==> src/rtl/core/sfr_pkg.sv <==
package sfr_pkg;

   // default viewport, whole pixels
   localparam int VIEW_WIDTH_DEF  = 640;
   localparam int VIEW_HEIGHT_DEF = 480;

   // zoom law, Q8.24
   localparam logic [19:0] ZOOM_STEP  = 20'd168;
   localparam logic [23:0] ZOOM_BAND  = 24'd167772;
   localparam logic [23:0] ZOOM_LIMIT = 24'd1677722;
   localparam logic [31:0] ZOOM_ONE   = 32'h0100_0000;

   // register reset values
   localparam logic [19:0] ACCEL_STEP_RST    = 20'd655;
   localparam logic [23:0] MAX_VELOCITY_RST  = 24'd131072;
   localparam logic [15:0] FRICTION_GAIN_RST = 16'd52429;
   localparam logic [23:0] DEAD_BAND_RST     = 24'd327680;
   localparam logic [15:0] MAP_WIDTH_RST     = 16'd4096;
   localparam logic [15:0] MAP_HEIGHT_RST    = 16'd4096;

   localparam int CSR_ADDR_W = 3;
   localparam int CSR_DATA_W = 24;

   typedef enum logic [CSR_ADDR_W-1:0] {
      CSR_ACCEL_STEP    = 3'd0,
      CSR_MAX_VELOCITY  = 3'd1,
      CSR_FRICTION_GAIN = 3'd2,
      CSR_DEAD_BAND     = 3'd3,
      CSR_MAP_WIDTH     = 3'd4,
      CSR_MAP_HEIGHT    = 3'd5
   } csr_addr_type;

   // control law of one axis
   typedef struct packed {
      logic [23:0] band;
      logic [19:0] step;
      logic [23:0] limit;
      logic [15:0] gain;
   } sfr_law_type;

   function automatic logic signed [31:0] sat32(input logic signed [32:0] v);
      logic signed [31:0] r;
      if (v > 33'sh0_7FFF_FFFF) begin
         r = 32'sh7FFF_FFFF;
      end else if (v < -33'sh0_8000_0000) begin
         r = 32'sh8000_0000;
      end else begin
         r = v[31:0];
      end
      return r;
   endfunction

endpackage

==> src/rtl/core/sfr_clamp.sv <==
module sfr_clamp #(
   parameter int VIEW = sfr_pkg::VIEW_WIDTH_DEF
) (
   input  logic signed [32:0] pos_sum,
   input  logic [15:0]        map_size,
   output logic signed [31:0] pos_out
);
   import sfr_pkg::*;

   logic signed [16:0] diff;
   logic signed [32:0] bound_raw;
   logic signed [32:0] bound;

   assign diff      = $signed({1'b0, map_size}) - $signed(17'(VIEW));
   assign bound_raw = {diff, 16'b0};
   assign bound     = 33'(sat32(bound_raw));

   always_comb begin
      if (pos_sum[32]) begin
         pos_out = '0;
      end else if (pos_sum > bound) begin
         pos_out = bound[31:0];
      end else begin
         pos_out = pos_sum[31:0];
      end
   end

endmodule
==> config.mk <==
export PLATFORM = sky130hd
export DESIGN_NAME = sfr_clamp
export DESIGN_NICKNAME = d
export VERILOG_FILES = /design/src/rtl/core/sfr_pkg.sv /design/src/rtl/core/sfr_clamp.sv
export SDC_FILE = /design/constraint.sdc
export NUM_CORES = 1
export LEC_CHECK = 0
export ABC_AREA = 1
export BUFFER_PORTS_ARGS = -buffer_cell sky130_fd_sc_hd__buf_2
export CAP_MARGIN = 20
export CORE_ASPECT_RATIO = 0.6
export CORE_MARGIN = 1.5
export CORE_UTILIZATION = 50
export DETAILED_ROUTE_END_ITERATION = 8
export MAX_ROUTING_LAYER = met4
export PLACE_DENSITY = 0.87
export SYNTH_ARGS = -nofsm -noshare
export SYNTH_HDL_FRONTEND = slang
export SYNTH_SLANG_ARGS = --single-unit
export TNS_END_PERCENT = 100
==> constraint.sdc <==
create_clock -name vclk -period 9.9
set_input_delay 1.98 -clock vclk [all_inputs]
set_output_delay 1.98 -clock vclk [all_outputs]
set_load 0.03 [all_outputs]
==> impl_metrics.csv <==
group,metric,value,unit
run_status,outcome,"completed",
pwr,leakagePower,0.00138,uW
worst_setup_path,worst_ep_required_time,7.92,ns
routing,dr.pass1.iters,4,
grt,gr-total-overflow,0,
synthesis,syn_avg_cell_area,5.30,sq um
synthesis,yosys.area.top_type_share,0.247,
floorplanning,core,3280,sq um
grt,antenna_found_initial,0,
synthesis,syn_inst,325,
sta,fmax,126,MHz
sta,setup-violations-final,0,
sta,slew-limit-headroom,0.502,
pwr,ir_drop,0.0330,mV
finish,nClkBuffers,0,
hold_path,whs_path_depth,4,
sta,tns,0,ns
placed_design,place_ws,2.00,ns
placed_design,post_dp_cell_area,2110,sq um
grt,grt_pass1_wl,7670,um
synthesis,synth_area,1720,sq um
worst_setup_path,cp_max_fo,36,
hold_path,hold-path-endpoint,"pos_out[0]",
clock_tree,cts_setup_buffers,0,
sta,period_minus_slack,7.95,ns
worst_setup_path,start_kind,"primary input",
finish,nets,481,
placed_design,hpwl,3460,um
hold_path,hold_class,"in -> out",
grt,grt_pass1_vias,1903,
worst_setup_path,arrival,5.97,ns
routing,route.vias.total,2130,
clock_tree,cts_resized,0,
floorplanning,rows,16,
placed_design,place.port_buffers,81,
synthesis,ys_top_cells_by_area,"ha_1 (25%), nand2_1 (19%), nor2_1 (13%)",
worst_setup_path,end_kind,"output pin",
worst_setup_path,crit_type,"in -> out",
finish,postLayoutCellArea,2110,sq um
grt,met3_usage,0.00377,
grt,grt-busiest-layer,"met2",
routing,drt_iter0_drc,39,
finish,area_delta_synth_final,22.5,%
floorplanning,fp.dieH,48.5,um
synthesis,ys_warn_count,0,
pwr,p_per_area,56.8,nW/um^2
hold_path,min_from,"pos_sum[0]",
sta,final_hold_viol_count,0,
grt,grt_max_degree,37,
routing,ant_nets,0,
grt,grt_usage,0.236,
synthesis,synth_cell_types,23,
floorplanning,ioPinCount,81,
synthesis,yosys.area.top_type,"ha_1",
floorplanning,die_w,78.8,um
routing,avgRoutedWirePerCell,9.64,um
sta,worst_pin_slew,0.746,ns
routing,totalWireLength,4250,um
routing,vias_per_cell,4.83,
sta,setup_slack,1.95,ns
grt,grt_util_met2,0.392,
grt,use_met1,0.342,
floorplanning,start_util,0.525,
routing,drc_errors,0,
finish,drive_above_1_share,0.235,
placed_design,gp_congestion,0.857,
synthesis,ys_seq_area_frac,0,
sta,rsz0062_at_grt,"no",
finish,nFlopsAndLatches,0,
finish,diodes,0,
job,drv_cap,0,
finish,seq_area,0,sq um
clock_tree,hold_buffers,0,
sta,slew_violations,0,
sta,period_share,0.803,
synthesis,syn_nets,408,
floorplanning,die-area,3820,sq um
## cell families (layout without fill, tap and decap cells)
group | Yosys count | count (layout) | share of synthesized area
XOR/XNOR | 2 | 2 | 0.0102
adder cells (fa/ha/maj) | 34 | 34 | 0.247
AO/OA/AOI/OAI | 53 | 53 | 0.159
buffers and inverters | 59 | 130 | 0.150
AND/OR/NAND/NOR | 177 | 177 | 0.434
## power by group
part           leakage (uW)  internal [uW]  total [uW]  switching [uW]
sequential                0              0           0               0
clock                     0              0           0               0
combinational       0.00138           40.4         120            79.6
## layer usage
layer,part of all wire,vias up,wire [um]
met5,0,-,0
met3,0.053,0,227
li1,-,1179,-
met1,0.55,885,2340
met4,0,0,0
met2,0.40,66,1690
## placed cells by master (no fill, tap or decap), drive strengths merged
master,instances
buf,81
inv,48
xor2,1
clkinv,1
a21o,1
nor2,64
ha,34
or2,1
xnor2,1
nor3,3
a21oi,37
nand2,88
nand4,3
nand3,18
o21ai,14
a21boi,1
## Yosys cell counts
cell type	instances
ha_1	34
nor3_1	3
xor2_1	1
a21oi_1	37
o21ai_0	13
a21o_1	1
xnor2_1	1
o21ai_2	1
nand3_2	3
nor2_1	60
clkinv_1	1
inv_1	48
buf_4	5
nand4_1	3
or2_2	1
nand2_1	85
nor2_2	4
buf_2	2
nand3_1	15
clkbuf_1	1
nand2_4	3
buf_6	2
a21boi_0	1
## metrics by stage
| step | utilization | power (uW) | cells | hold WS (ns) |
|---|---|---|---|---|
| floorplan | - | 88.0 | 325 | 4.19 |
| global placement | 0.643 | 117 | 441 | 4.36 |
| detailed placement | 0.643 | 119 | 441 | 4.36 |
| CTS | 0.643 | 120 | 441 | 4.36 |
| global route | 0.643 | 136 | 441 | 4.38 |
| finish | 0.643 | 120 | 441 | 4.36 |
## worst max path at each step
| stage | start | end | slack [ns] | depth (start not counted) |
|---|---|---|---|---|
| final | map_size[7] | pos_out[2] | 1.95 | 24 |
| after global routing | map_size[7] | pos_out[24] | 1.40 | 25 |
| after detailed placement | map_size[7] | pos_out[2] | 2.00 | 24 |
| after global placement | map_size[7] | pos_out[23] | 2.14 | 24 |
| after CTS | map_size[7] | pos_out[2] | 1.99 | 24 |
| after floorplan | map_size[7] | pos_out[10] | 3.10 | 25 |
## worst max-delay path, cell delays in order
cell and delay (ns):
buf_2 0.11, inv_1 0.05, ha_1 0.19, inv_1 0.06, nand2_1 0.09, nand4_1 0.15, inv_1 0.09, nand2_1 0.09
nand3_2 0.45, inv_1 0.29, nor2_1 0.10, ha_1 0.30, nand2_1 0.10, inv_1 0.06, nand2_1 0.06, nand2_1 0.05
a21oi_1 0.14, nand2_1 0.08, nor2_2 0.11, nand3_2 0.58, nand3_2 0.31, nand2_4 0.15, nor2_1 0.14, buf_2 0.21
## cell type report
type                            instances  area [sq um]
Fill cell                             339          1170
Inverter                               49           184
Multi-Input combinational cell        266          1470
Tap cell                               45          56.3
Timing Repair Buffer                   81           405
(Power assumes the default switching activity.)
