===== src/rtl/core/sfr_pkg.sv =====
package sfr_pkg;

   // default viewport, whole pixels
   localparam int VIEW_WIDTH_DEF  = 640;
   localparam int VIEW_HEIGHT_DEF = 480;

   // zoom law, Q8.24
   localparam logic [19:0] ZOOM_STEP  = 20'd168;
   localparam logic [23:0] ZOOM_BAND  = 24'd167772;
   localparam logic [23:0] ZOOM_LIMIT = 24'd1677722;
   localparam logic [31:0] ZOOM_ONE   = 32'h0100_0000;

   // register reset values
   localparam logic [19:0] ACCEL_STEP_RST    = 20'd655;
   localparam logic [23:0] MAX_VELOCITY_RST  = 24'd131072;
   localparam logic [15:0] FRICTION_GAIN_RST = 16'd52429;
   localparam logic [23:0] DEAD_BAND_RST     = 24'd327680;
   localparam logic [15:0] MAP_WIDTH_RST     = 16'd4096;
   localparam logic [15:0] MAP_HEIGHT_RST    = 16'd4096;

   localparam int CSR_ADDR_W = 3;
   localparam int CSR_DATA_W = 24;

   typedef enum logic [CSR_ADDR_W-1:0] {
      CSR_ACCEL_STEP    = 3'd0,
      CSR_MAX_VELOCITY  = 3'd1,
      CSR_FRICTION_GAIN = 3'd2,
      CSR_DEAD_BAND     = 3'd3,
      CSR_MAP_WIDTH     = 3'd4,
      CSR_MAP_HEIGHT    = 3'd5
   } csr_addr_type;

   // control law of one axis
   typedef struct packed {
      logic [23:0] band;
      logic [19:0] step;
      logic [23:0] limit;
      logic [15:0] gain;
   } sfr_law_type;

   function automatic logic signed [31:0] sat32(input logic signed [32:0] v);
      logic signed [31:0] r;
      if (v > 33'sh0_7FFF_FFFF) begin
         r = 32'sh7FFF_FFFF;
      end else if (v < -33'sh0_8000_0000) begin
         r = 32'sh8000_0000;
      end else begin
         r = v[31:0];
      end
      return r;
   endfunction

endpackage


===== src/rtl/core/sfr_axis.sv =====
module sfr_axis (
   input  logic signed [31:0] pos,
   input  logic signed [31:0] target,
   input  logic signed [31:0] vel,
   input  sfr_pkg::sfr_law_type law,
   output logic signed [31:0] vel_next,
   output logic signed [32:0] pos_sum
);
   import sfr_pkg::*;

   logic signed [33:0] pos_w, lo_w, hi_w, lim_w, stepped, fric_w, pre_w, post_w;
   logic [31:0] mag;
   logic [47:0] prod;
   logic [31:0] fric_mag;

   assign pos_w = 34'(pos);
   assign lo_w  = 34'(target) - $signed({10'b0, law.band});
   assign hi_w  = 34'(target) + $signed({10'b0, law.band});
   assign lim_w = $signed({10'b0, law.limit});

   // friction on magnitude, truncation toward zero
   assign mag      = vel[31] ? (~vel + 32'd1) : vel;
   assign prod     = 48'(mag) * 48'(law.gain);
   assign fric_mag = prod[47:16];
   assign fric_w   = vel[31] ? -$signed({2'b0, fric_mag}) : $signed({2'b0, fric_mag});

   always_comb begin
      stepped = 34'(vel);
      if (pos_w < lo_w) begin
         stepped = 34'(vel) + $signed({14'b0, law.step});
      end else if (pos_w > hi_w) begin
         stepped = 34'(vel) - $signed({14'b0, law.step});
      end
      pre_w = ((pos_w < lo_w) || (pos_w > hi_w)) ? stepped : fric_w;
      if (pre_w > lim_w) begin
         post_w = lim_w;
      end else if (pre_w < -lim_w) begin
         post_w = -lim_w;
      end else begin
         post_w = pre_w;
      end
   end

   assign vel_next = post_w[31:0];
   assign pos_sum  = 33'(pos) + 33'(vel_next);

endmodule


===== config.mk =====
export PLATFORM = sky130hd
export DESIGN_NAME = sfr_axis
export DESIGN_NICKNAME = d
export VERILOG_FILES = /design/src/rtl/core/sfr_pkg.sv /design/src/rtl/core/sfr_axis.sv
export SDC_FILE = /design/constraint.sdc
export NUM_CORES = 2
export LEC_CHECK = 0
export CAP_MARGIN = 5
export CORE_MARGIN = 2
export CORE_UTILIZATION = 35
export DETAILED_ROUTE_END_ITERATION = 12
export DONT_BUFFER_PORTS = 1
export SLEW_MARGIN = 20
export SYNTH_ARGS = -nofsm -noshare
export SYNTH_HDL_FRONTEND = slang
export SYNTH_SLANG_ARGS = --single-unit

===== constraint.sdc =====
create_clock -name vclk -period 18.1
set_clock_uncertainty 0.2 [all_clocks]
set_input_delay 1.81 -clock vclk [all_inputs]
set_output_delay 1.81 -clock vclk [all_outputs]
set_load 0.02 [all_outputs]

==> key figures <==
Status
  • Status: finished, violations left
  • Failing checks: setup timing

Synthesis
  • Top-area cell type share of the netlist area: 0.292
  • Mapped Cells: 3744
  • Area leader, netlist: fa_1
  • Synth area leaders: fa_1 (29%), ha_1 (16%), inv_1 (7.3%)
  • Syn. warnings: 0
  • Count of cell types in the netlist: 94
  • Syn Std Cell Area: 0.0289 sq mm
  • Mean post-synth cell area: 7.73 sq um
  • Syn_nets: 4707
  • Sequential fraction of the synthesis area: 0

Route
  • WL per Instance: 18.6 um
  • DRC viols: 0
  • Antenna Violating Nets Remaining: 0
  • Initial drt markers: 1576
  • Post-Route WL: 97400 um
  • Routed via count: 27499
  • Routed vias/inst: 5.26
  • Initial DRT Pass Iterations: 6

STA
  • RSZ-0062 raised after global routing: true
  • Max Slew Vio Count: 0
  • Period utilisation layout: 1.02
  • Slew margin rel.: 0.245
  • Slew @ Worst Pin: 1130 ps
  • Fmax: 54.2 MHz
  • Post-layout min period: 18440 ps
  • Setup WS post-layout: -343 ps
  • Hold Fails Final Rpt: 0
  • # setup viols final: 8

Cells and area
  • Nets: 5120
  • Share of post-route cells with drive strength above 1: 0.191
  • Number of clock buffers in the layout: 0
  • Register Area: 0 sq um
  • Layout area overhead: 21.7%
  • Finished Layout Cells: 5225
  • Ant diodes: 0
  • Num sequential: 0

Critical path
  • Arrival time at the worst endpoint: 16430 ps
  • Worst Setup End Kind: output pin
  • WS Path Type: input port to output pin
  • Slowest-stage cell, CP: fa_2
  • Slowest stage delay, CP: 600 ps
  • Critical Path Fanout Max: 6
  • Worst path required time: 16090 ps
  • Crit start category: input port

Global route
  • Overall Global Routing Usage: 0.228
  • Initial antenna violation count: 1
  • Congestion Overflow GR: 0
  • Largest net degree at the start of global routing: 65
  • First-pass GRT wire length: 156000 um
  • Vias in the first global route: 28843

Placed design
  • DP Cell Count: 5167
  • Port Buf Inserts: 0
  • DP HPWL: 83700 um
  • GPL Wtd Cong: 0.934

Flow run
  • Max-Cap Viols: 0

Floorplan
  • Die Span Y: 292 um
  • # IOs: 245
  • Overall die width: 292 um
  • Core ar.: 0.0820 sq mm
  • Rows: 105
  • Initial core utilization: 0.353
  • Die ar.: 0.0850 sq mm

Hold path
  • HP Class: input port to output pin
  • WHS Path Cells: 1

Clocking
  • Cts hold-fix bufs: 0
==> synthesized netlist by cell type (12+ instances only) <==
library cell and instances:
inv_1 565, nand2_1 457, fa_1 422, ha_1 361, and2_1 231, nor2_1 190
a21oi_1 180, o21ai_0 153, clkbuf_1 150, xnor2_1 138, nor3_1 70, a21o_1 66
nand3_1 56, nand4_1 45, xor2_1 43, or3_1 42, nand2b_1 37, nor2b_1 36
and3_1 34, o211ai_1 30, o21a_1 27, mux2i_1 25, o31ai_1 23, a22oi_1 22
a31oi_1 22, o21bai_1 22, a211oi_1 20, or2_2 17, nor4_1 16, o221ai_1 12
or4_1 12
==> worst max-delay path, delay by kind of cell <==
family / cells / cell delay [ps]
compound gates: 28 / 5650
xor+xnor: 4 / 680
simple gates: 15 / 3910
fa+ha+maj: 9 / 3890
buf+inv: 4 / 500
==> final cells by class <==
cell class / instances / area [sq um]
tap: 1070 / 1340
timing repair buffer: 583 / 4530
inverter: 566 / 2130
multi-input combinational: 3006 / 27200
fill: 8325 / 46800
==> path summary, 6_finish.rpt <==
path / startpoint / endpoint / slack (ps)
min: pos[0] / pos_sum[0] / 3580
max: vel[3] / pos_sum[31] / -340
==> what timing repair did <==
item / in CTS / in global routing
setup endpoints to repair: 16 / 18
gates resized for setup: 119 / 43
pin swaps: 72 / 44
hold endpoints to repair: 0 / 0
setup buffers: 49 / 8
cloned: 1 / 0
==> per-stage QoR <==
stage | TNS (ps) | util | hold slack (ps) | worst slack (ps) | area, sq um
2_1_floorplan | -128 | - | 3550 | -128 | 29400
6_report | -1920 | 0.430 | 3580 | -343 | 35200
5_1_grt | -7970 | 0.430 | 3580 | -870 | 35200
4_1_cts | -644 | 0.427 | 3660 | -203 | 35000
3_5_place_dp | -8940 | 0.415 | 3640 | -1040 | 34000
3_3_place_gp | -7250 | 0.415 | 3640 | -898 | 34000
==> cells by family after synthesis <==
group / after synthesis / synth area share
buffers and inverters: 738 / 0.0978
adders and majority gates: 783 / 0.448
and+or+nand+nor: 1290 / 0.224
muxes: 27 / 0.00942
xor gates and xnor gates: 181 / 0.0548
AOI/OAI and AO/OA: 725 / 0.167
==> placed cells by master, fill, tap and decap left out, types with 17 or more instances in the layout <==
cell	instances
a21oi_2	20
fa_1	414
nand3_1	55
o21ai_0	122
nand4_1	45
or3_1	37
o21a_1	27
nor2b_1	35
and2_1	228
a22oi_1	17
a21o_1	66
a31oi_1	20
ha_1	343
nand2b_1	33
o21bai_1	21
nand2_1	445
nor2_1	187
o21ai_1	23
xnor2_1	124
inv_1	560
nor3_1	68
xor2_1	42
o211ai_1	30
mux2i_1	25
buf_4	559
a21oi_1	155
and3_1	34
==> routing by layer <==
metal | GRT usage | wire length [um]
met1 | 0.276 | 39200
met2 | 0.413 | 48100
met5 | 0 | 13
met4 | 0.0567 | 2850
met3 | 0.0445 | 7220
Power is not shown: default switching activity piles up to over one toggle a cycle in this logic, so the estimate is an artifact.
